===== src/hdl/mthp_pkg.sv =====
// shared types, constants and helpers for the model tensor header parser
// no dependencies

package mthp_pkg;

    localparam logic [31:0] MAGIC_WORD = 32'h4655_4747;

    localparam logic [31:0] VT_STRING = 32'd8;
    localparam logic [31:0] VT_ARRAY  = 32'd9;

    localparam logic [1:0] KIND_TENSOR = 2'd0;
    localparam logic [1:0] KIND_DATA   = 2'd1;
    localparam logic [1:0] KIND_BAD    = 2'd2;

    localparam int QUEUE_DEPTH = 4;
    localparam int QUEUE_AW    = $clog2(QUEUE_DEPTH);

    typedef enum logic [4:0] {
        PH_MAGIC, PH_VERSION, PH_NTENS, PH_NKV, PH_KEYLEN, PH_KEYSKIP, PH_VTYPE,
        PH_VALSKIP, PH_STRLEN, PH_ATYPE, PH_ALEN, PH_ASTRLEN, PH_ELEMSKIP,
        PH_NAMELEN, PH_NAMESKIP, PH_NDIMS, PH_DIM, PH_DTYPE, PH_OFFSET, PH_DONE
    } phase_t;

    typedef struct packed {
        logic [1:0]  kind;
        logic [31:0] tensor_number;
        logic [31:0] element_type;
        logic [63:0] position;
        logic [63:0] element_count;
        logic        beyond;
        logic        last;
    } rec_t;

    function automatic logic [3:0] value_size(input logic [31:0] t, input logic [3:0] unknown);
        logic [3:0] r;
        r = unknown;
        if (t == 32'd0 || t == 32'd1 || t == 32'd7)
            r = 4'd1;
        else if (t == 32'd2 || t == 32'd3)
            r = 4'd2;
        else if (t == 32'd4 || t == 32'd5 || t == 32'd6)
            r = 4'd4;
        else if (t == 32'd10 || t == 32'd11 || t == 32'd12)
            r = 4'd8;
        return r;
    endfunction

endpackage


===== src/hdl/mthp_queue.sv =====
// record queue between front and back, up to two writes and one read per cycle
// depends on mthp_pkg

module mthp_queue
    import mthp_pkg::*;
(
    input  logic       clk,
    input  logic       rst_n,
    input  logic [1:0] push_cnt,
    input  rec_t       rec0,
    input  rec_t       rec1,
    input  logic       pop,
    output logic       can_take,
    output logic       not_empty,
    output rec_t       head
);

    rec_t mem [QUEUE_DEPTH];
    logic [QUEUE_AW-1:0] wr_reg, rd_reg;
    logic [QUEUE_AW:0]   count_reg;
    logic [QUEUE_AW-1:0] wr_plus;

    assign wr_plus   = wr_reg + 1'b1;
    assign not_empty = count_reg != '0;
    assign can_take  = count_reg <= (QUEUE_AW+1)'(QUEUE_DEPTH - 2);
    assign head      = mem[rd_reg];

    always_ff @(posedge clk)
    begin
        if (push_cnt != 2'd0)
            mem[wr_reg] <= rec0;
        if (push_cnt == 2'd2)
            mem[wr_plus] <= rec1;
    end

    always_ff @(posedge clk or negedge rst_n)
    begin
        if (!rst_n)
        begin
            wr_reg    <= '0;
            rd_reg    <= '0;
            count_reg <= '0;
        end
        else
        begin
            wr_reg    <= wr_reg + QUEUE_AW'(push_cnt);
            rd_reg    <= rd_reg + QUEUE_AW'(pop);
            count_reg <= count_reg + (QUEUE_AW+1)'(push_cnt) - (QUEUE_AW+1)'(pop);
        end
    end

endmodule


===== config.mk =====
export PLATFORM = sky130hd
export DESIGN_NAME = mthp_queue
export DESIGN_NICKNAME = d
export VERILOG_FILES = /design/src/hdl/mthp_pkg.sv /design/src/hdl/mthp_queue.sv
export SDC_FILE = /design/constraint.sdc
export NUM_CORES = 1
export LEC_CHECK = 0
export BUFFER_PORTS_ARGS = -buffer_cell sky130_fd_sc_hd__buf_2
export CORE_MARGIN = 3
export CORE_UTILIZATION = 55
export DETAILED_ROUTE_END_ITERATION = 10
export PLACE_DENSITY = 0.74
export SLEW_MARGIN = 25
export SYNTH_ARGS = -nofsm -noshare
export SYNTH_HDL_FRONTEND = slang
export SYNTH_SLANG_ARGS = --single-unit

===== constraint.sdc =====
create_clock -name clk -period 21 [get_ports clk]
set_clock_uncertainty 0.15 [all_clocks]
set_input_delay 1.05 -clock clk [delete_from_list [all_inputs] [get_ports clk]]
set_output_delay 1.05 -clock clk [all_outputs]
set_load 0.02 [all_outputs]

==> results of run 1 <==
==> metal layers <==
metal,up-vias,track usage
li1,9258,-
met1,10871,0.341
met5,-,0
met2,740,0.435
met4,36,0.0695
met3,161,0.0827
==> power breakdown <==
group / internal, mW / switching, mW
registers: 2.36 / 0.158
logic: 0.908 / 1.38
clock network: 0.797 / 0.602
total: 4.06 / 2.14
==> critical path: stages (launching register included) <==
cell	delay, ns
dfrtp_4	0.96
buf_4	0.80
buf_4	0.80
mux4_2	0.64
buf_2	0.18
==> worst max path at each step <==
stage                      startpoint         to  slack (ns)  cells after the start
after detailed placement    rd_reg[0]  head[131]       16.19                      4
after floorplan           push_cnt[1]  mem[0][0]        4.86                      3
after global placement      rd_reg[0]  head[120]       16.18                      4
final                       rd_reg[0]  head[132]       15.74                      4
after CTS                   rd_reg[0]  head[131]       15.53                      4
after global routing        rd_reg[0]  head[125]       15.32                      4
==> layout make-up <==
type	count	area (um2)
tap	873	1090
multi-input combinational	1003	13500
sequential	791	23700
antenna	42	105
clock inverter	44	335
timing repair buffer	627	3250
inverter	7	26.3
fill	4692	23500
clock buffer	104	2220
==> synthesized netlist by cell type <==
cell type	number	share of area
xor2_1	2	0.00046
nor4b_4	1	0.00063
and4bb_2	1	0.00033
edfxtp_1	784	0.62
mux2i_1	1	0.00026
nand4b_1	1	0.00023
mux4_2	196	0.12
buf_1	7	0.00069
inv_1	7	0.00069
nor2_1	2	0.00020
o21ai_0	1	0.00013
nor4bb_1	1	0.00026
xnor2_1	3	0.00069
a21oi_1	1	0.00013
buf_4	18	0.0036
fa_1	1	0.00053
buf_2	92	0.012
or3_1	1	0.00017
mux2_1	140	0.042
ha_1	5	0.0017
o21bai_1	2	0.00040
clkbuf_1	16	0.0016
mux2_2	644	0.19
dfrtp_1	7	0.0046
==> layout by cell type, fill, tap and decap left out, types with 2 or more instances in the layout <==
master and count:
mux4_2 196, clkbuf_8 2, dfrtp_4 2, buf_12 2
buf_2 594, ha_1 5, edfxtp_1 784, inv_6 3
buf_4 31, clkbuf_1 17, mux2_1 140, dfrtp_1 5
mux2_2 644, clkinv_8 2, clkinv_1 17, inv_1 7
bufinv_16 4, xnor2_1 3, xor2_1 2, clkbuf_16 85
diode_2 42, clkinv_2 17, nor2_4 2
==> logic make-up (layout without fill, tap and decap cells) <==
group,after synthesis,after routing,share of synthesized area
other,0,42,0
adders and majority gates,6,6,0.00218
muxes,981,981,0.350
DFF,791,791,0.626
buffers and inverters,140,782,0.0187
xor gates and xnor gates,5,5,0.00116
AOI/OAI and AO/OA,4,4,0.000660
and+or+nand+nor,7,7,0.00182
==> metrics.md, run 1 <==
| Metric | Value |
|---|---|
| Die outline area | `0.0721 mm2` |
| Layout cell share with drive strength beyond 1 | `0.617` |
| IO Port Bufs | `594` |
| Final worst setup slack | `15.74 ns` |
| Gp weighted congestion | `0.832` |
| VDD IR max | `0.000111 V` |
| Total Power | `6.20 mW` |
| Vias in the first global route | `22128` |
| Status | `completed` |
| Setup crit end kind | `output port` |
| Max Fclk | `0.190 GHz` |
| Cts bufs inserted | `83` |
| DR WL met2 | `48500 um` |
| Routed WL per cell | `27.6 um` |
| Pre-CTS WS | `16.19 ns` |
| CP max FO | `41` |
| PwrDens | `140 mW/mm2` |
| First-pass GRT wire length | `142000 um` |
| Gr usage total | `0.263` |
| Die Y | `269 um` |
| Worst setup path class | `register to output port` |
| Measured slew at the worst slew-check pin | `1.17 ns` |
| Vias per cell | `6.03` |
| Iteration-0 DRC count of the detailed router | `1846` |
| Routed wl met3 | `8410 um` |
| Post-Route M1 WL | `36800 um` |
| Post-layout util | `0.654` |
| Starting Density | `0.559` |
| FF-to-FF path depth | `4` |
| Syn_area_per_cell | `19.6 um2` |
| DP Area | `0.0416 mm2` |
| Worst EP arrival | `4.06 ns` |
| Vias | `21066` |
| Hold Slack | `0.124 ns` |
| Uppermost layer routed | `met5` |
| Syn Nets | `2337` |
| Clk slew on worst S/H paths | `0.06 ns` |
| CP startpoint kind | `register` |
| Die width | `269 um` |
| Required time of the critical path | `19.80 ns` |
| Relative slew slack | `0.220` |
| Tmin final | `5.26 ns` |
| Post-CTS repair timing setup buffer count | `0` |
| Hold crit path type | `input port to async pin` |
| Sequential element share of the synthesized area | `0.626` |
| GRT overflow | `0` |
| Worst skew pair latency | `0.60 ns` |
| H-tree levels | `3` |
| Row count | `95` |
| Core Region | `0.0678 mm2` |
| Routed wire length | `96400 um` |
| Fin area | `0.0443 mm2` |
| Warnings from Yosys | `0` |
| Placed cell count | `3301` |
| CTS tree | `built` |
| Post-cts gate resize count | `0` |
| Reg2Reg Setup Slack | `17.07 ns` |
| Max Slew Vio Count | `0` |
| DRT Pass-1 Iters | `6` |
| Final Hold Viols | `0` |
| Pin count of the biggest net entering global routing | `139` |
| Initial antenna violation count | `49` |
| Leak | `15.6 nW` |
| # clock sinks | `791` |
| Setup TNS | `0 ns` |
| HPWL Detailed | `59800 um` |
| # DRC | `0` |
| Gate Count Post-Synth | `1934` |
| Yosys cell types | `24` |
| Yosys reg bits | `791` |
| Worst r2r src | `wr_reg[1]` |
| Final setup vio count | `0` |
| Worst R2R End | `mem[3][126]` |
| Largest register FFs | `784` |
| Clock Tree Root | `clkbuf_16` |
| Final Cycle Share | `0.251` |
| Non-Filler Instances | `3491` |
| # hold bufs at CTS | `0` |
| Boundary Pins | `595` |
| RSZ-0062 raised after global routing | `no` |
| Antenna-violating nets left | `0` |
| Max-cap check violation count | `0` |
| Layout overhead on the synthesized area | `16.8%` |
| Clock buffer depth | `3` |
| Synthesized area | `0.0379 mm2` |
| # nets final | `2916` |
Note: power is estimated with default switching activity, not from simulation.
==> run 2: changes to the inputs <==
clock period = 5.5 ns   (was 21 ns; I/O delays follow)
==> metrics.md, run 2 (synthesis results as in run 1) <==
| Metric | Value |
|---|---|
| Final setup vio count | `0 (unchanged)` |
| Layout overhead on the synthesized area | `32.8%` |
| Core Region | `0.0678 mm2 (unchanged)` |
| Worst EP arrival | `3.86 ns (-0.20 ns)` |
| Routed wire length | `104000 um (+7.7%)` |
| Slowest CP cell | `dlygate4sd3_1` |
| Max Slew Vio Count | `0 (unchanged)` |
| First-pass GRT wire length | `154000 um (+8.7%)` |
| CP Cell Sequence | `nor4bb_4 -> buf_12 -> buf_12 -> mux2_2 -> dlygate4sd3_1` |
| Final Cycle Share | `0.665` |
| Iteration-0 DRC count of the detailed router | `2135 (+16%)` |
| Worst setup path class | `register to register` |
| Placed cell count | `3292 (-0.27%)` |
| Footprint of the multi-input gates | `0.0135 mm2 (unchanged)` |
| Initial antenna violation count | `34 (-31%)` |
| DRT Pass-1 Iters | `6 (unchanged)` |
| # clock sinks | `791 (unchanged)` |
| Worst skew pair latency | `0.61 ns (about the same)` |
| Measured slew at the worst slew-check pin | `0.869 ns (-0.301 ns)` |
| Cts bufs inserted | `83 (unchanged)` |
| Routed WL per cell | `25.5 um (-7.6%)` |
| Fillers | `3948 (-16%)` |
| Vias | `23931 (+14%)` |
| Internal power | `16.0 mW (+290%)` |
| Net Sw Power | `8.49 mW (+300%)` |
| HPWL Detailed | `56700 um (-5.3%)` |
| Vias in the first global route | `25642 (+16%)` |
| Layout cell share with drive strength beyond 1 | `0.499 (-0.118)` |
| CP startpoint kind | `register` |
| Most frequent cells in the layout | `784 x edfxtp_1, 644 x mux2_2, 594 x buf_2, 593 x dlygate4sd3_1, 196 x mux4_2` |
| Max Fclk | `0.274 GHz` |
| # nets final | `3500 (+20%)` |
| Leak | `18.1 nW (+16%)` |
| Delay of the slowest critical-path stage | `0.56 ns (-0.40 ns)` |
| GRT overflow | `0 (unchanged)` |
| Gr usage total | `0.284 (+0.0209)` |
| CP dominant cell by count | `buf_12` |
| Antenna-violating nets left | `0 (unchanged)` |
| CP max FO | `99 (+140%)` |
| Setup crit end kind | `register` |
| Row count | `95 (unchanged)` |
| VDD IR max | `0.000541 V (+390%)` |
| Boundary Pins | `595 (unchanged)` |
| Clk slew on worst S/H paths | `0.06 ns (about the same)` |
| Switching Share | `0.347 (+0.00210)` |
| PwrDens | `486 mW/mm2 (+250%)` |
| Final Hold Viols | `0 (unchanged)` |
| Max-cap check violation count | `0 (unchanged)` |
| RSZ-0062 raised after global routing | `no` |
| Commonest non-fill, non-tap cell in the layout | `edfxtp_1` |
| Part of the power in registers | `0.389 (-0.017)` |
| H-tree levels | `3 (unchanged)` |
| Vias per cell | `5.89 (-2.5%)` |
| Power share of the clock group | `0.220 (-0.006)` |
| Status | `completed` |
| Post-CTS repair timing setup buffer count | `0 (unchanged)` |
| CTS tree | `built` |
| Tmin final | `3.66 ns` |
| Clock buffer depth | `3 (unchanged)` |
| Hold crit path type | `register to register` |
| Die width | `269 um (unchanged)` |
| Register Area | `0.0237 mm2 (unchanged)` |
| Die outline area | `0.0721 mm2 (unchanged)` |
| Final worst setup slack | `1.84 ns (-13.89 ns)` |
| Relative slew slack | `0.420 (+0.201)` |
| Die Y | `269 um (unchanged)` |
| Gp weighted congestion | `0.789 (-5.2%)` |
| IO Port Bufs | `594 (unchanged)` |
| Pin count of the biggest net entering global routing | `111 (-20%)` |
| Post-cts gate resize count | `0 (unchanged)` |
| # DRC | `0 (unchanged)` |
| Non-Filler Instances | `4066 (+16%)` |
| Largest register FFs | `784 (unchanged)` |
| Clock Tree Root | `clkbuf_16` |
| Part of the power in combinational logic | `0.391 (+0.022)` |
| Pre-CTS WS | `2.38 ns (-13.81 ns)` |
| Required time of the critical path | `5.71 ns (-14.09 ns)` |
| Starting Density | `0.559 (unchanged)` |
-- run 2: power by group through the flow --
stage	Combinational, mW	Sequential [mW]	Clock, mW
after global routing	10.1	9.66	5.70
final	9.57	9.52	5.38
after detailed placement	9.08	9.63	0
after floorplan	6.05	9.64	0
after global placement	9.07	9.49	0
after CTS	9.61	9.51	5.43
-- run 2: path summary, 6_finish.rpt --
check | start | end | slack, ns | cells after the start
min | count_reg[2] | count_reg[2] | 0.35 | 1
max in group asynchronous | rst_n | rd_reg[1] | 4.31 | 3
min reg2reg | count_reg[2] | count_reg[2] | 0.35 | 1
max | wr_reg[1] | mem[2][61] | 1.84 | 5
max reg2reg | wr_reg[1] | mem[2][61] | 1.84 | 5
min in group asynchronous | rst_n | count_reg[0] | 0.60 | 3
-- run 2: per-layer routing --
metal / wire length, um / GRT usage
met3: 8440 / 0.0667
met5: 87 / 0
met4: 3560 / 0.107
met1: 38400 / 0.355
met2: 53400 / 0.486
-- run 2: area by class of cell --
class                   instances  share of cell area
clock buffers                  95              0.0430
flip-flops and latches        791               0.471
multi-input cells            1003               0.269
well taps                     873              0.0217
repair buffers               1211               0.185
diodes                         32             0.00159
clock inverters                54             0.00783
inverters                       7            0.000522
-- run 2: worst max-delay path, delay by kind of cell (launching register included) --
family | cells | cell delay (ns)
simple gates | 1 | 0.44
flops | 1 | 0.54
buf+inv | 3 | 1.59
mux | 1 | 0.41
-- run 2: repair_timing --
action / 4_1_cts / 5_1_grt
hold buffers: 593 / 0
endpoints found under the hold margin: 796 / 0
endpoints found under the setup margin: 0 / 0
-- run 2: per-stage QoR --
| step | utilization | cell area (um2) | setup TNS, ns | power [mW] | hold slack [ns] |
|---|---|---|---|---|---|
| 6_report | 0.743 | 50300 | 0 | 24.5 | 0.352 |
| 5_1_grt | 0.742 | 50300 | 0 | 25.4 | 0.366 |
| 4_1_cts | 0.742 | 50200 | 0 | 24.5 | 0.340 |
| 3_5_place_dp | 0.616 | 41800 | 0 | 18.7 | -0.0207 |
| 3_3_place_gp | 0.616 | 41800 | 0 | 18.6 | -0.0261 |
| 2_1_floorplan | - | 37900 | -351.33 | 15.7 | -0.171 |
