<file path="src/hdl/mthp_pkg.sv">
// shared types, constants and helpers for the model tensor header parser
// no dependencies

package mthp_pkg;

    localparam logic [31:0] MAGIC_WORD = 32'h4655_4747;

    localparam logic [31:0] VT_STRING = 32'd8;
    localparam logic [31:0] VT_ARRAY  = 32'd9;

    localparam logic [1:0] KIND_TENSOR = 2'd0;
    localparam logic [1:0] KIND_DATA   = 2'd1;
    localparam logic [1:0] KIND_BAD    = 2'd2;

    localparam int QUEUE_DEPTH = 4;
    localparam int QUEUE_AW    = $clog2(QUEUE_DEPTH);

    typedef enum logic [4:0] {
        PH_MAGIC, PH_VERSION, PH_NTENS, PH_NKV, PH_KEYLEN, PH_KEYSKIP, PH_VTYPE,
        PH_VALSKIP, PH_STRLEN, PH_ATYPE, PH_ALEN, PH_ASTRLEN, PH_ELEMSKIP,
        PH_NAMELEN, PH_NAMESKIP, PH_NDIMS, PH_DIM, PH_DTYPE, PH_OFFSET, PH_DONE
    } phase_t;

    typedef struct packed {
        logic [1:0]  kind;
        logic [31:0] tensor_number;
        logic [31:0] element_type;
        logic [63:0] position;
        logic [63:0] element_count;
        logic        beyond;
        logic        last;
    } rec_t;

    function automatic logic [3:0] value_size(input logic [31:0] t, input logic [3:0] unknown);
        logic [3:0] r;
        r = unknown;
        if (t == 32'd0 || t == 32'd1 || t == 32'd7)
            r = 4'd1;
        else if (t == 32'd2 || t == 32'd3)
            r = 4'd2;
        else if (t == 32'd4 || t == 32'd5 || t == 32'd6)
            r = 4'd4;
        else if (t == 32'd10 || t == 32'd11 || t == 32'd12)
            r = 4'd8;
        return r;
    endfunction

endpackage

</file>
<file path="src/hdl/mthp_back.sv">
// back part: byte size from element count and type, output register
// depends on mthp_pkg

module mthp_back
    import mthp_pkg::*;
(
    input  logic         clk,
    input  logic         rst_n,
    input  logic         not_empty,
    input  rec_t         head,
    output logic         pop,
    output logic         m_tvalid,
    input  logic         m_tready,
    output logic [191:0] m_tdata,
    output logic [2:0]   m_tuser,
    output logic         m_tlast
);

    logic         valid_reg;
    logic [191:0] data_reg, data_next;
    logic [2:0]   user_reg;
    logic         last_reg;
    logic [63:0]  n, b32, b256, size;

    assign pop = not_empty && (!valid_reg || m_tready);

    always_comb
    begin
        n    = head.element_count;
        b32  = (n >> 5) + 64'(n[4:0] != 5'd0);
        b256 = (n >> 8) + 64'(n[7:0] != 8'd0);
        unique case (head.element_type)
            32'd0:          size = n << 2;
            32'd2:          size = (b32 << 4) + (b32 << 1);
            32'd3:          size = (b32 << 4) + (b32 << 2);
            32'd6, 32'd39, 32'd47:
                            size = (b32 << 5) + (b32 << 1);
            32'd12:         size = (b256 << 7) + (b256 << 4);
            32'd14:         size = (b256 << 8) - (b256 << 4);
            default:        size = n << 1;
        endcase
        if (head.beyond || head.kind != KIND_TENSOR)
            size = 64'd0;
        data_next = {size, head.position, head.element_type, head.tensor_number};
    end

    always_ff @(posedge clk or negedge rst_n)
    begin
        if (!rst_n)
            valid_reg <= 1'b0;
        else if (pop)
            valid_reg <= 1'b1;
        else if (m_tready)
            valid_reg <= 1'b0;
    end

    always_ff @(posedge clk)
    begin
        if (pop)
        begin
            data_reg <= data_next;
            user_reg <= {head.beyond, head.kind};
            last_reg <= head.last;
        end
    end

    assign m_tvalid = valid_reg;
    assign m_tdata  = data_reg;
    assign m_tuser  = user_reg;
    assign m_tlast  = last_reg;

endmodule

</file>
<file path="config.mk">
export PLATFORM = sky130hd
export DESIGN_NAME = mthp_back
export DESIGN_NICKNAME = d
export VERILOG_FILES = /design/src/hdl/mthp_pkg.sv /design/src/hdl/mthp_back.sv
export SDC_FILE = /design/constraint.sdc
export NUM_CORES = 1
export LEC_CHECK = 0
export BUFFER_PORTS_ARGS = -buffer_cell sky130_fd_sc_hd__clkbuf_2
export CORE_MARGIN = 10
export CORE_UTILIZATION = 39
export DETAILED_ROUTE_END_ITERATION = 8
export HOLD_SLACK_MARGIN = 0.02
export PLACE_DENSITY = 0.57
export SLEW_MARGIN = 20
export SYNTH_ARGS = -nofsm -noshare
export SYNTH_HDL_FRONTEND = slang
export SYNTH_SLANG_ARGS = --single-unit
</file>
<file path="constraint.sdc">
create_clock -name clk -period 13.62 [get_ports clk]
set_input_delay 2.724 -clock clk [delete_from_list [all_inputs] [get_ports clk]]
set_output_delay 2.724 -clock clk [all_outputs]
set_load 0.01 [all_outputs]
</file>
==> results of run 1 <==
## layout make-up
type | instances | area (µm²) | area share [%]
inverter | 126 | 473.0 | 1.652
multi-input combinational | 2760 | 18380 | 64.21
sequential | 196 | 5881 | 20.54
tap | 855 | 1070 | 3.737
timing repair buffer | 423 | 2185 | 7.631
clock inverter | 15 | 212.7 | 0.7430
clock buffer | 17 | 425.4 | 1.486
## per-stage QoR
step | worst slack (ns) | util, %
5_1_grt | 4.178 | 44.33
3_3_place_gp | 4.401 | 43.34
4_1_cts | 4.651 | 44.33
3_5_place_dp | 4.121 | 43.34
2_1_floorplan | 3.566 | -
6_report | 4.453 | 44.33
## power breakdown
group | internal [mW] | switching, mW | leakage (nW)
registers | 0.701 | 0.0113 | 1.90
clock network | 0.258 | 0.315 | 0.307
logic | 0.350 | 0.640 | 9.99
## sequential cells by signal (all words and copies together), names as in the netlist
name      count
m_tuser       3
m_tvalid      1
m_tdata     191
m_tlast       1
## cell families (layout without fill, tap and decap cells)
group / after synthesis / after routing / synth area share (%)
adder cells (fa/ha/maj): 230 / 230 / 11.36
multiplexers: 17 / 17 / 0.6873
XOR/XNOR: 301 / 301 / 10.37
AND/OR/NAND/NOR: 1079 / 1079 / 20.68
buffers and inverters: 321 / 581 / 4.988
other: 1 / 1 / 0.01471
flip-flops: 196 / 196 / 23.07
AO/OA/AOI/OAI: 1132 / 1132 / 28.82
## worst min-delay path by stage
stage,startpoint,slack [ns],to,cells after the start
after floorplan,m_tvalid$_DFFE_PN0P_,0.54,m_tvalid$_DFFE_PN0P_,2
after global placement,m_tvalid$_DFFE_PN0P_,0.50,m_tvalid$_DFFE_PN0P_,2
after detailed placement,m_tvalid$_DFFE_PN0P_,0.51,m_tvalid$_DFFE_PN0P_,2
after CTS,m_tvalid$_DFFE_PN0P_,0.53,m_tvalid$_DFFE_PN0P_,2
after global routing,m_tvalid$_DFFE_PN0P_,0.56,m_tvalid$_DFFE_PN0P_,2
final,m_tvalid$_DFFE_PN0P_,0.52,m_tvalid$_DFFE_PN0P_,2
## worst min-delay path, delay by kind of cell, from the launching register on
kind	cells	cell delay, ns
AND/OR/NAND/NOR	2	0.14
flip-flops	1	0.35
## Yosys cell counts (all sizes together), types with 19 or more instances
| library cell | count |
|---|---|
| a21oi | 351 |
| nor2 | 336 |
| nand2 | 272 |
| o21ai | 225 |
| ha | 224 |
| edfxtp | 195 |
| xnor2 | 184 |
| clkbuf | 153 |
| a21o | 138 |
| inv | 126 |
| xor2 | 117 |
| nand4 | 99 |
| nand3 | 73 |
| a221oi | 59 |
| nor3 | 57 |
| o21bai | 56 |
| a31oi | 44 |
| buf | 42 |
| o21a | 42 |
| and3 | 35 |
| nand2b | 32 |
| and2 | 29 |
| a211oi | 27 |
| and4 | 27 |
| nor4 | 27 |
| o211ai | 26 |
| or2 | 21 |
| nor2b | 19 |
## metal layers
layer	GRT usage, %	wire length, µm	vias up	part of all wire [%]
li1	-	-	12736	-
met4	8.858	3007	4	2.7
met1	40.58	48770	13011	43
met3	6.465	13740	163	12
met2	42.20	47730	1567	42
met5	0	25	-	0.022
==> impl_metrics.json, run 1 <==
{
  "period_needed_ns": 9.167,
  "rsz0062_at_grt": "no",
  "synth-seq-cells": 196,
  "clockBufferDepth": 2,
  "cts_hold_buf": 0,
  "hold_class": "reg -> reg",
  "regToRegEndpoint": "m_tdata[139]$_SDFFCE_PP0P_",
  "synth.avg_cell_area_um2": 7.777,
  "skew_ns": 0.01844,
  "h-tree-depth": 4,
  "power_mw": 2.275,
  "cellLeakagePower_nw": 12.20,
  "ys.warnings.count": 0,
  "layout-drive-gt1-share_pct": 14.76,
  "slowest_delay_ns": 0.73,
  "cts.sinks": 196,
  "synth-edff-count": 195,
  "die_area_um2": 75970,
  "ioPinCount": 398,
  "cts_resized": 0,
  "grt_usage_pct": 28.57,
  "crit_top_cell": "nor2_1",
  "dp_hpwl_um": 91020,
  "drv_slew": 0,
  "crit_fanout": 47,
  "worst_pin_slew_ns": 1.044,
  "layout_common_cells": "396 x clkbuf_2, 350 x a21oi_1, 335 x nor2_1, 271 x nand2_1, 224 x ha_1",
  "endpoint_kind": "flip-flop",
  "timing.critical_path.buf_inv": 3,
  "seq_area_frac_synth_pct": 23.07,
  "hold_ws_ns": 0.5249,
  "num_vias": 27481,
  "vias_per_cell": 6.257,
  "setup_tns_ns": 0,
  "layout.nets": 3951,
  "drc_errors": 0,
  "cp_cell_sequence": "clkbuf_2 -> nor4_1 -> nand4_1 -> nor2_1 -> and4b_1 -> buf_4 -> and2_2 -> buf_4 -> nor2_1 -> nor2_1 -> ha_1 -> nand2_1 -> nor3b_1 -> nand3_1 -> a211oi_1 -> nor2_1 -> o31ai_1 -> o21ai_0 -> o21bai_1 -> xor2_1 -> a222oi_1 -> a21oi_1",
  "cp.required_ns": 13.86,
  "overflow": 0,
  "dp.cells": 4360,
  "clkLatencyLatePin_ns": 0.51,
  "power_density_nw_per_um2": 79.48,
  "cts_buffers": 17,
  "crit_cells": 22,
  "maxSlewHeadroom_pct": 30.10,
  "cap_violations": 0,
  "die_w_um": 275.6,
  "row_count": 93,
  "fin_crit_sh_pct": 67.31,
  "fmax_mhz": 109.1,
  "layout_commonest_cell": "clkbuf_2",
  "arrival_ns": 9.41,
  "grt_max_degree": 68,
  "syn_to_final_growth_pct": 12.32,
  "netlist_instances": 3277,
  "io_buffers": 396,
  "finalHoldViolCount": 0,
  "path_class": "in -> reg",
  "path_clk_slew_ns": 0.09,
  "startpoint_type": "input pin",
  "synthArstFlopShare_pct": 0.5102,
  "first_global_vias": 25260,
  "synth_top_area_share_pct": 22.98,
  "avgRoutedWirePerCell_um": 25.79,
  "die_y_um": 275.6,
  "synth-main-ff-cell": "edfxtp_1",
  "dr.pass1.iters": 8,
  "synth_area_um2": 25490,
  "ys_top_cells_by_area": "edfxtp_1 23%, ha_1 11%, a21oi_1 6.9%",
  "status": "complete, no violations",
  "cp_top_family": "simple AND/OR/NAND/NOR gates",
  "gp_congestion": 1.043,
  "fillers": 6641,
  "placed_cell_area_um2": 27990,
  "grt_pass1_wl_um": 164900,
  "r2r_slack_ns": 10.70,
  "drtIter0Drc": 3698,
  "cts_tree": "built",
  "diodes": 0,
  "crit_end": "m_tdata[178]$_SDFFCE_PP0P_",
  "synth_cell_types": 96,
  "synth_area_leader_cell": "edfxtp_1",
  "postRouteAntennaNets": 0,
  "grt_antenna_before_repair": 2,
  "wl_um": 113300,
  "r2r_start": "m_tvalid$_DFFE_PN0P_",
  "cts_setup_buffers": 0,
  "crit_start": "head[134]",
  "slowest_stage": "nor2_1",
  "rr_worst_depth": 4,
  "design_area_um2": 28630,
  "finalSetupViolCount": 0,
  "ir_drop_mv": 0.07147,
  "layoutNonFillerInstCount": 4392,
  "initial_core_util_pct": 39.46,
  "mappedNetlistNets": 3704,
  "cts-root-buf": "clkbuf_16",
  "core_um2": 64580
}
Power figures use the tool's default switching activity.
==> run 2, diff against run 1 <==
--- a/config.mk
+++ b/config.mk
@@ -10,7 +10,7 @@
 export CORE_UTILIZATION = 39
 export DETAILED_ROUTE_END_ITERATION = 8
 export HOLD_SLACK_MARGIN = 0.02
-export PLACE_DENSITY = 0.57
+export PLACE_DENSITY = 0.6
 export SLEW_MARGIN = 20
 export SYNTH_ARGS = -nofsm -noshare
 export SYNTH_HDL_FRONTEND = slang
==> constraint.sdc (replaced) <==
create_clock -name clk -period 8.06 [get_ports clk]
set_input_delay 1.612 -clock clk [delete_from_list [all_inputs] [get_ports clk]]
set_output_delay 1.612 -clock clk [all_outputs]
set_load 0.01 [all_outputs]
==> impl_metrics.json, run 2 (synthesis results as in run 1) <==
{
  "status": "complete, no violations",
  "overflow": 0,
  "layout.nets": 4005,
  "grt_antenna_before_repair": 12,
  "startpoint_type": "input pin",
  "ir_drop_mv": 0.1185,
  "hold_class": "reg -> reg",
  "wl_um": 113400,
  "crit_fanout": 5,
  "gp_congestion": 1.043,
  "die_w_um": 275.6,
  "h-tree-depth": 4,
  "dr.pass1.iters": 6,
  "skew_ns": 0.03106,
  "largest_reg_flops": 191,
  "layout_commonest_cell": "clkbuf_2",
  "num_vias": 27838,
  "ioPinCount": 398,
  "layout_common_cells": "396 x clkbuf_2, 350 x a21oi_1, 335 x nor2_1, 271 x nand2_1, 224 x ha_1",
  "arrival_ns": 7.89,
  "path_clk_slew_ns": 0.10,
  "path_class": "in -> reg",
  "drv_slew": 0,
  "cap_violations": 0,
  "cts.sinks": 196,
  "placed_cell_area_um2": 28400,
  "seq_area_um2": 5881,
  "finalSetupViolCount": 0,
  "fin_crit_sh_pct": 95.23,
  "r2r_start": "m_tvalid$_DFFE_PN0P_",
  "cts_buffers": 17,
  "vias_per_cell": 6.257,
  "setup_tns_ns": 0,
  "clockBufferDepth": 2,
  "syn_to_final_growth_pct": 13.87,
  "drtIter0Drc": 3961,
  "fillers": 6635,
  "clkLatencyLatePin_ns": 0.52,
  "endpoint_kind": "flip-flop",
  "cts_tree": "built",
  "cellLeakagePower_nw": 12.46,
  "finalHoldViolCount": 0,
  "fmax_mhz": 130.3,
  "die_y_um": 275.6,
  "first_global_vias": 25145,
  "multi_input_area_um2": 18370,
  "initial_core_util_pct": 39.46,
  "die_area_um2": 75970,
  "row_count": 93,
  "rsz0062_at_grt": "no",
  "layout-drive-gt1-share_pct": 16.04,
  "cts-root-buf": "clkbuf_16",
  "r2r_slack_ns": 5.95,
  "rr_worst_depth": 3,
  "cp.required_ns": 8.28,
  "io_buffers": 396,
  "regToRegEndpoint": "m_tdata[58]$_DFFE_PP_",
  "worst_pin_slew_ns": 1.036,
  "dp_hpwl_um": 91880,
  "drc_errors": 0,
  "period_needed_ns": 7.675,
  "hold-path-endpoint": "m_tvalid$_DFFE_PN0P_",
  "cts_resized": 0,
  "grt_pass1_wl_um": 164200,
  "postRouteAntennaNets": 0,
  "maxSlewHeadroom_pct": 30.55,
  "cts_hold_buf": 0,
  "min_delay_path_depth": 2,
  "avgRoutedWirePerCell_um": 25.48,
  "core_um2": 64580,
  "grt_usage_pct": 28.43,
  "power_density_nw_per_um2": 132.8,
  "grt_max_degree": 146,
  "worstHoldStart": "m_tvalid$_DFFE_PN0P_",
  "design_area_um2": 29020,
  "cts_setup_buffers": 0
}
run 2: worst max-delay path by stage:
stage,slack [ns],depth (start not counted),from,endpoint
floorplan,0.23,2,m_tready,pop
global placement,0.15,21,head[3],m_tdata[187]$_SDFFCE_PP0P_
detailed placement,0.11,21,head[3],m_tdata[187]$_SDFFCE_PP0P_
CTS,0.63,21,head[3],m_tdata[187]$_SDFFCE_PP0P_
global route,0.22,21,head[3],m_tdata[187]$_SDFFCE_PP0P_
finish,0.38,21,head[3],m_tdata[187]$_SDFFCE_PP0P_
run 2: layout make-up:
cell class | instances | area share [%]
timing repair buffer | 477 | 8.967
inverter | 126 | 1.630
antenna | 3 | 0.02587
sequential | 196 | 20.26
clock inverter | 15 | 0.6596
tap | 855 | 3.686
multi-input combinational | 2760 | 63.30
clock buffer | 17 | 1.466
run 2: power breakdown:
group | internal [mW] | leakage, nW | switching [mW] | total (mW)
clock network | 0.430 | 0.299 | 0.515 | 0.945
registers | 1.18 | 1.90 | 0.0172 | 1.20
logic | 0.609 | 10.3 | 1.10 | 1.71
total | 2.22 | 12.5 | 1.63 | 3.85
run 2: per-stage QoR:
| stage | power [mW] | utilization, % | std cells | hold WS, ns | worst slack [ns] |
|---|---|---|---|---|---|
| final | 3.853 | 44.94 | 4449 | 0.5220 | 0.3848 |
| after global routing | 4.046 | 44.94 | 4449 | 0.5395 | 0.2224 |
| after floorplan | 2.339 | - | 3277 | 0.5376 | 0.2301 |
| after CTS | 3.832 | 44.93 | 4446 | 0.5209 | 0.6304 |
| after detailed placement | 2.866 | 43.97 | 4414 | 0.4975 | 0.1111 |
| after global placement | 2.872 | 43.97 | 4414 | 0.4975 | 0.1476 |
run 2: metal layers:
layer	wire length (µm)	track usage [%]	share of wire, %
met1	48450	40.02	43
met5	83	0	0.073
met2	47830	42.43	42
met3	13730	6.283	12
met4	3272	9.016	2.9
run 2: worst max-delay path, cell delays in order:
cell and delay (ns):
clkbuf_2 0.10, nor3_1 0.20, nand2_1 0.12, or4_1 0.43, ha_1 0.25, and3_2 0.27
xnor2_1 0.46, inv_1 0.19, ha_1 0.28, fa_1 0.43, a211oi_1 0.32, nor3_1 0.16
o211ai_1 0.28, nand2_1 0.16, a41oi_1 0.57, o21ai_2 0.21, a21oi_2 0.37, o21ai_0 0.21
xor2_1 0.17, a2111oi_0 0.87, a31oi_1 0.21
