===== config.mk =====
export PLATFORM = sky130hd
export DESIGN_NAME = mthp_front
export DESIGN_NICKNAME = d
export VERILOG_FILES = /design/src/hdl/mthp_pkg.sv /design/src/hdl/mthp_front.sv
export SDC_FILE = /design/constraint.sdc
export NUM_CORES = 2
export LEC_CHECK = 0
export BUFFER_PORTS_ARGS = -buffer_cell sky130_fd_sc_hd__buf_2
export CORE_UTILIZATION = 35
export DETAILED_ROUTE_END_ITERATION = 10
export GPL_ROUTABILITY_DRIVEN = 0
export SETUP_SLACK_MARGIN = 0.15
export SLEW_MARGIN = 10
export SYNTH_ARGS = -nofsm -noshare
export SYNTH_HDL_FRONTEND = slang
export SYNTH_SLANG_ARGS = --single-unit

===== constraint.sdc =====
create_clock -name clk -period 13.6 [get_ports clk]
set_input_delay 1.36 -clock clk [delete_from_list [all_inputs] [get_ports clk]]
set_output_delay 1.36 -clock clk [all_outputs]
set_load 0.03 [all_outputs]

===== src/hdl/mthp_pkg.sv =====
// shared types, constants and helpers for the model tensor header parser
// no dependencies

package mthp_pkg;

    localparam logic [31:0] MAGIC_WORD = 32'h4655_4747;

    localparam logic [31:0] VT_STRING = 32'd8;
    localparam logic [31:0] VT_ARRAY  = 32'd9;

    localparam logic [1:0] KIND_TENSOR = 2'd0;
    localparam logic [1:0] KIND_DATA   = 2'd1;
    localparam logic [1:0] KIND_BAD    = 2'd2;

    localparam int QUEUE_DEPTH = 4;
    localparam int QUEUE_AW    = $clog2(QUEUE_DEPTH);

    typedef enum logic [4:0] {
        PH_MAGIC, PH_VERSION, PH_NTENS, PH_NKV, PH_KEYLEN, PH_KEYSKIP, PH_VTYPE,
        PH_VALSKIP, PH_STRLEN, PH_ATYPE, PH_ALEN, PH_ASTRLEN, PH_ELEMSKIP,
        PH_NAMELEN, PH_NAMESKIP, PH_NDIMS, PH_DIM, PH_DTYPE, PH_OFFSET, PH_DONE
    } phase_t;

    typedef struct packed {
        logic [1:0]  kind;
        logic [31:0] tensor_number;
        logic [31:0] element_type;
        logic [63:0] position;
        logic [63:0] element_count;
        logic        beyond;
        logic        last;
    } rec_t;

    function automatic logic [3:0] value_size(input logic [31:0] t, input logic [3:0] unknown);
        logic [3:0] r;
        r = unknown;
        if (t == 32'd0 || t == 32'd1 || t == 32'd7)
            r = 4'd1;
        else if (t == 32'd2 || t == 32'd3)
            r = 4'd2;
        else if (t == 32'd4 || t == 32'd5 || t == 32'd6)
            r = 4'd4;
        else if (t == 32'd10 || t == 32'd11 || t == 32'd12)
            r = 4'd8;
        return r;
    endfunction

endpackage


===== src/hdl/mthp_front.sv =====
// front part: byte-wise header parse, field assembly, record generation
// depends on mthp_pkg

module mthp_front
    import mthp_pkg::*;
(
    input  logic        clk,
    input  logic        rst_n,
    input  logic        step,
    input  logic [7:0]  in_byte,
    input  logic        in_sof,
    input  logic [63:0] file_size,
    output logic [1:0]  push_cnt,
    output rec_t        rec0,
    output rec_t        rec1
);

    phase_t      phase_reg, phase_next, ph;
    logic [63:0] pos_reg, pos_cur;
    logic [63:0] acc_reg, acc_next, acc_cur;
    logic [2:0]  cnt_reg, cnt_next, cnt_cur;
    logic [63:0] skip_reg, skip_next, skip_cur;
    logic [63:0] pairs_reg, pairs_next, pairs_cur;
    logic [63:0] tens_reg, tens_next, tens_cur;
    logic [31:0] tnum_reg, tnum_next, tnum_cur;
    logic [2:0]  didx_reg, didx_next, didx_cur;
    logic        astr_reg, astr_next, astr_cur;
    logic [3:0]  asize_reg, asize_next, asize_cur;
    logic [63:0] arem_reg, arem_next, arem_cur;
    logic [31:0] dims_reg, dims_next, dims_cur;
    logic [63:0] ec_reg, ec_next, ec_cur;
    logic [63:0] prod_reg, prod_next, prod_cur;
    logic [31:0] ctype_reg, ctype_next, ctype_cur;

    logic [63:0] v;
    logic [3:0]  n_cnt;
    logic        done;
    logic [71:0] mul_full;
    logic [63:0] term;
    logic        f_next_elem, f_end_pair, f_begin;
    logic        em_tensor, em_data, em_bad, beyond;
    logic [63:0] data_pos;

    always_comb
    begin
        ph        = in_sof ? PH_MAGIC : phase_reg;
        pos_cur   = in_sof ? 64'd0 : pos_reg;
        acc_cur   = in_sof ? 64'd0 : acc_reg;
        cnt_cur   = in_sof ? 3'd0 : cnt_reg;
        skip_cur  = in_sof ? 64'd0 : skip_reg;
        pairs_cur = in_sof ? 64'd0 : pairs_reg;
        tens_cur  = in_sof ? 64'd0 : tens_reg;
        tnum_cur  = in_sof ? 32'd0 : tnum_reg;
        didx_cur  = in_sof ? 3'd0 : didx_reg;
        astr_cur  = in_sof ? 1'b0 : astr_reg;
        asize_cur = in_sof ? 4'd0 : asize_reg;
        arem_cur  = in_sof ? 64'd0 : arem_reg;
        dims_cur  = in_sof ? 32'd0 : dims_reg;
        ec_cur    = in_sof ? 64'd1 : ec_reg;
        prod_cur  = in_sof ? 64'd0 : prod_reg;
        ctype_cur = in_sof ? 32'd0 : ctype_reg;

        phase_next = ph;
        acc_next   = acc_cur;
        cnt_next   = cnt_cur;
        skip_next  = skip_cur;
        pairs_next = pairs_cur;
        tens_next  = tens_cur;
        tnum_next  = tnum_cur;
        didx_next  = didx_cur;
        astr_next  = astr_cur;
        asize_next = asize_cur;
        arem_next  = arem_cur;
        dims_next  = dims_cur;
        ec_next    = ec_cur;
        prod_next  = prod_cur;
        ctype_next = ctype_cur;

        f_next_elem = 1'b0;
        f_end_pair  = 1'b0;
        f_begin     = 1'b0;
        em_tensor   = 1'b0;
        em_data     = 1'b0;
        em_bad      = 1'b0;

        v        = acc_cur | (64'(in_byte) << {cnt_cur, 3'b000});
        n_cnt    = {1'b0, cnt_cur} + 4'd1;
        mul_full = 72'(ec_cur) * 72'(in_byte);
        term     = mul_full[63:0] << {cnt_cur, 3'b000};
        beyond   = v >= file_size;
        data_pos = (pos_cur + 64'd32) & ~64'd31;

        if (ph == PH_MAGIC || ph == PH_VERSION || ph == PH_VTYPE || ph == PH_ATYPE
            || ph == PH_NDIMS || ph == PH_DTYPE)
            done = n_cnt >= 4'd4;
        else
            done = n_cnt >= 4'd8;

        if (ph == PH_DONE)
        begin
            done = 1'b0;
        end
        else if (ph == PH_KEYSKIP || ph == PH_VALSKIP || ph == PH_ELEMSKIP
                 || ph == PH_NAMESKIP)
        begin
            done      = 1'b0;
            skip_next = skip_cur - 64'd1;
            if (skip_next == 64'd0)
            begin
                unique case (ph)
                    PH_KEYSKIP:  phase_next = PH_VTYPE;
                    PH_VALSKIP:  f_end_pair = 1'b1;
                    PH_ELEMSKIP: f_next_elem = 1'b1;
                    default:     phase_next = PH_NDIMS;
                endcase
            end
        end
        else
        begin
            if (ph == PH_DIM && didx_cur < 3'd4)
                prod_next = prod_cur + term;
            if (!done)
            begin
                acc_next = v;
                cnt_next = n_cnt[2:0];
            end
            else
            begin
                acc_next = 64'd0;
                cnt_next = 3'd0;
            end
        end

        if (done)
        begin
            unique case (ph)
                PH_MAGIC:
                begin
                    if (v[31:0] != MAGIC_WORD)
                    begin
                        em_bad     = 1'b1;
                        phase_next = PH_DONE;
                    end
                    else
                        phase_next = PH_VERSION;
                end
                PH_VERSION: phase_next = PH_NTENS;
                PH_NTENS:
                begin
                    tens_next  = v;
                    phase_next = PH_NKV;
                end
                PH_NKV:
                begin
                    pairs_next = v;
                    if (v == 64'd0)
                        f_begin = 1'b1;
                    else
                        phase_next = PH_KEYLEN;
                end
                PH_KEYLEN:
                begin
                    skip_next  = v;
                    phase_next = (v == 64'd0) ? PH_VTYPE : PH_KEYSKIP;
                end
                PH_VTYPE:
                begin
                    if (v[31:0] == VT_STRING)
                        phase_next = PH_STRLEN;
                    else if (v[31:0] == VT_ARRAY)
                        phase_next = PH_ATYPE;
                    else
                    begin
                        skip_next  = 64'(value_size(v[31:0], 4'd8));
                        phase_next = PH_VALSKIP;
                    end
                end
                PH_STRLEN:
                begin
                    skip_next = v;
                    if (v == 64'd0)
                        f_end_pair = 1'b1;
                    else
                        phase_next = PH_VALSKIP;
                end
                PH_ATYPE:
                begin
                    astr_next  = v[31:0] == VT_STRING;
                    asize_next = value_size(v[31:0], 4'd4);
                    phase_next = PH_ALEN;
                end
                PH_ALEN:
                begin
                    arem_next   = v;
                    f_next_elem = 1'b1;
                end
                PH_ASTRLEN:
                begin
                    skip_next = v;
                    if (v == 64'd0)
                        f_next_elem = 1'b1;
                    else
                        phase_next = PH_ELEMSKIP;
                end
                PH_NAMELEN:
                begin
                    skip_next  = v;
                    phase_next = (v == 64'd0) ? PH_NDIMS : PH_NAMESKIP;
                end
                PH_NDIMS:
                begin
                    dims_next  = v[31:0];
                    didx_next  = 3'd0;
                    ec_next    = 64'd1;
                    prod_next  = 64'd0;
                    phase_next = (v[31:0] != 32'd0) ? PH_DIM : PH_DTYPE;
                end
                PH_DIM:
                begin
                    if (didx_cur < 3'd4)
                    begin
                        ec_next   = prod_cur + term;
                        didx_next = didx_cur + 3'd1;
                    end
                    prod_next = 64'd0;
                    dims_next = dims_cur - 32'd1;
                    if (dims_next == 32'd0)
                        phase_next = PH_DTYPE;
                end
                PH_DTYPE:
                begin
                    ctype_next = v[31:0];
                    phase_next = PH_OFFSET;
                end
                PH_OFFSET:
                begin
                    em_tensor = 1'b1;
                    tnum_next = tnum_cur + 32'd1;
                    tens_next = tens_cur - 64'd1;
                    f_begin   = 1'b1;
                end
                default:
                begin
                end
            endcase
        end

        if (f_next_elem)
        begin
            if (arem_next == 64'd0)
                f_end_pair = 1'b1;
            else
            begin
                arem_next = arem_next - 64'd1;
                if (astr_next)
                    phase_next = PH_ASTRLEN;
                else
                begin
                    skip_next  = 64'(asize_next);
                    phase_next = PH_ELEMSKIP;
                end
            end
        end

        if (f_end_pair)
        begin
            pairs_next = pairs_next - 64'd1;
            if (pairs_next == 64'd0)
                f_begin = 1'b1;
            else
                phase_next = PH_KEYLEN;
        end

        if (f_begin)
        begin
            if (tens_next == 64'd0)
            begin
                em_data    = 1'b1;
                phase_next = PH_DONE;
            end
            else
                phase_next = PH_NAMELEN;
        end
    end

    always_comb
    begin
        rec0 = '0;
        rec1 = '0;
        rec1.kind     = KIND_DATA;
        rec1.position = data_pos;
        rec1.last     = 1'b1;
        if (em_tensor)
        begin
            rec0.kind          = KIND_TENSOR;
            rec0.tensor_number = tnum_cur;
            rec0.element_type  = ctype_cur;
            rec0.position      = v;
            rec0.element_count = ec_cur;
            rec0.beyond        = beyond;
        end
        else if (em_bad)
        begin
            rec0.kind = KIND_BAD;
            rec0.last = 1'b1;
        end
        else
            rec0 = rec1;
        if (!step)
            push_cnt = 2'd0;
        else
            push_cnt = 2'({1'b0, em_tensor} + {1'b0, em_data} + {1'b0, em_bad});
    end

    always_ff @(posedge clk or negedge rst_n)
    begin
        if (!rst_n)
        begin
            phase_reg <= PH_MAGIC;
            pos_reg   <= '0;
            acc_reg   <= '0;
            cnt_reg   <= '0;
            skip_reg  <= '0;
            pairs_reg <= '0;
            tens_reg  <= '0;
            tnum_reg  <= '0;
            didx_reg  <= '0;
            astr_reg  <= 1'b0;
            asize_reg <= '0;
            arem_reg  <= '0;
            dims_reg  <= '0;
            ec_reg    <= 64'd1;
            prod_reg  <= '0;
            ctype_reg <= '0;
        end
        else if (step)
        begin
            phase_reg <= phase_next;
            pos_reg   <= pos_cur + 64'd1;
            acc_reg   <= acc_next;
            cnt_reg   <= cnt_next;
            skip_reg  <= skip_next;
            pairs_reg <= pairs_next;
            tens_reg  <= tens_next;
            tnum_reg  <= tnum_next;
            didx_reg  <= didx_next;
            astr_reg  <= astr_next;
            asize_reg <= asize_next;
            arem_reg  <= arem_next;
            dims_reg  <= dims_next;
            ec_reg    <= ec_next;
            prod_reg  <= prod_next;
            ctype_reg <= ctype_next;
        end
    end

endmodule


==> flow_summary.toml <==
[timing]
fin_hold_ws_ns = 0.473
fin_crit_ns = 11.19
tightest_slew_ns = 1.39
clock_skew_ns = 0.0477
fmax_mhz = 89.4
layout_setup_ws_ns = 2.41
finalCritPeriodShare = 0.823
setup_violations = 0
hold_viol_final = 0
rsz0062_at_grt = "no"
relSlewSlack = 0.0699
finalSetupTns_ns = 0
report.final.slew_viol_count = 0

[clocking]
cts_tree = "done"
cts_buffers = 80
cts_root_buf = "clkbuf_16"
clkTransAtPathRegs_ns = 0.06
insertion_delay_ns = 0.73
h-tree-depth = 3
ctsLongestPathBuffers = 3
cts_hold_buffers = 0
ctsResizeCount = 0
cts.sinks = 624
cts_setup_buffers = 0

[setup_path]
crit_path_start_kind = "primary input"
crit_required_ns = 14.15
cp.arrival_ns = 11.74
cpPeakStageDelay_ns = 0.74
crit_type = "primary input to flip-flop"
endpoint_kind = "flip-flop"
r2r_setup_slack_ns = 3.07
worstPathMaxFanout = 42
cp_slowest_cell = "a2111oi_0"
crit_path_frequent_cell = "fa_1"

[placement]
numPortBuffers = 332
dp_cells = 11358
post-place-ws_ns = 1.99
hpwl_um = 217000
dpl_cell_area_mm2 = 0.0727

[final_layout]
design_area_mm2 = 0.0755
drive_gt1_frac = 0.0993
n_fill_cell = 20067
final_cells = 11532
fin_nets = 9456
utilization = 0.386
area_delta_synth_final_pct = 9.44

[global_routing]
gr-total-overflow = 0
grt_pass1_wl_um = 443000
track_usage = 0.293
antenna_found_initial = 36
first_global_vias = 66569
grt_max_degree = 145

[route]
ant_nets = 0
vias = 71393
wl_per_cell_um = 26.2
vias_per_cell = 6.19
post-route-drc-count = 0
dr.pass1.iters = 9
drt_iter0_markers = 10438
wl_um = 302000

[power]
internal-power_mw = 3.72
p_switching_mw = 2.50
power_mw = 6.22
combPwrFrac = 0.308
p_per_area_mw_per_mm2 = 82.4
p_leak_nw = 33.6
sw_frac_of_total = 0.402
peakVddDrop_mv = 0.107
pwr-share-seq = 0.329
pwr-share-clk = 0.363

[die]
row_count = 162
num_io_pins = 470
dieArea_mm2 = 0.199
start_util = 0.353
dieHeight_um = 446
die_w_um = 446
core_area_mm2 = 0.195

[synth]
avgSynthCellArea_um2 = 7.81
synthCells = 8832
syn_area_mm2 = 0.0689
synth.yosys.seq_area_share = 0.226
yosysUniqueCellTypes = 108
synth_ff_type = "dfrtp_1"
ys_ff_latch = 624
synth_edf_count = 0
ys_warn_count = 0
async_flop_share = 1.00

[run]
maxCapViolCount = 0

[hold_path]
hold_path_class = "flip-flop to flip-flop"

[outcome]
status = "completed"
[placed cells by master (no fill, tap or decap), drive strengths merged, types with 135 or more instances in the layout]
cell type,Yosys,routed
a21oi,492,492
a22o,149,149
a31oi,135,135
and2,486,486
buf,231,509
conb,2,137
dfrtp,623,623
fa,350,350
ha,214,214
inv,515,519
nand2,973,973
nand3,210,210
nor2,736,736
nor2b,235,235
nor3,275,275
o21ai,505,505
xnor2,280,280
xor2,140,140
[path summary, 6_finish.rpt]
| path | start | to | cells after the start |
|---|---|---|---|
| setup reg to reg | ec_reg[8] | ec_reg[63] | 34 |
| hold reg to reg | prod_reg[27] | prod_reg[27] | 2 |
| min in group asynchronous | rst_n | dims_reg[19] | 1 |
| max in group asynchronous | rst_n | ec_reg[52] | 3 |
| setup / recovery | in_byte[2] | ec_reg[63] | 35 |
| hold / removal | prod_reg[27] | prod_reg[27] | 2 |
[cell usage after synthesis (135+ instances only)]
cell type | count | area, um^2
a21oi_1 | 491 | 2460
a22o_1 | 149 | 1310
a31oi_1 | 135 | 845
and2_1 | 486 | 3040
buf_4 | 141 | 1060
clkbuf_1 | 509 | 1910
dfrtp_1 | 623 | 15600
fa_1 | 350 | 7010
ha_1 | 214 | 2680
inv_1 | 514 | 1930
nand2_1 | 973 | 3650
nand3_1 | 209 | 1050
nor2_1 | 736 | 2760
nor2b_1 | 235 | 1470
nor3_1 | 273 | 1370
o21ai_0 | 478 | 2390
xnor2_1 | 280 | 2450
xor2_1 | 140 | 1230
[cell type report]
cell class | count | area (um^2) | area share
multi-input cells | 7084 | 48800 | 0.647
flip-flops and latches | 624 | 15600 | 0.207
repair buffers | 509 | 3070 | 0.0407
clock inverters | 25 | 273 | 0.00361
well taps | 2624 | 3280 | 0.0435
diodes | 30 | 75.1 | 0.000995
clock buffers | 119 | 2380 | 0.0316
inverters | 517 | 1960 | 0.0259
[per-layer routing]
layer,track usage,part of all wire,up-vias
li1,-,-,30902
met1,0.376,0.39,34699
met2,0.427,0.42,4722
met3,0.0880,0.12,1048
met4,0.185,0.072,22
met5,0.00440,0.00050,-
[logic make-up (layout without fill, tap and decap cells)]
family                   Yosys count  in the layout  synth area share
AO/OA/AOI/OAI                   2232           2232             0.216
buffers and inverters           1259           1170            0.0773
multiplexers                     176            176            0.0276
other                              2            167          0.000109
flip-flops                       624            624             0.226
XOR/XNOR                         420            420            0.0534
AND/OR/NAND/NOR                 3555           3555             0.259
adder cells (fa/ha/maj)          564            564             0.140
[power by group through the flow]
stage / logic [mW] / clock network [mW] / registers, mW
floorplan: 1.10 / 0 / 2.03
global placement: 1.79 / 0 / 2.07
detailed placement: 1.81 / 0 / 2.07
CTS: 1.82 / 2.26 / 2.04
global route: 1.98 / 2.33 / 2.06
finish: 1.91 / 2.26 / 2.05
[critical path, delay by kind of cell]
kind | cells | cell delay [ns]
muxes | 1 | 0.35
and+or+nand+nor | 8 | 1.36
xor gates and xnor gates | 2 | 0.48
buffers and inverters | 5 | 1.55
adders and majority gates | 6 | 2.50
AOI/OAI and AO/OA | 13 | 4.08
(Power assumes the default switching activity.)
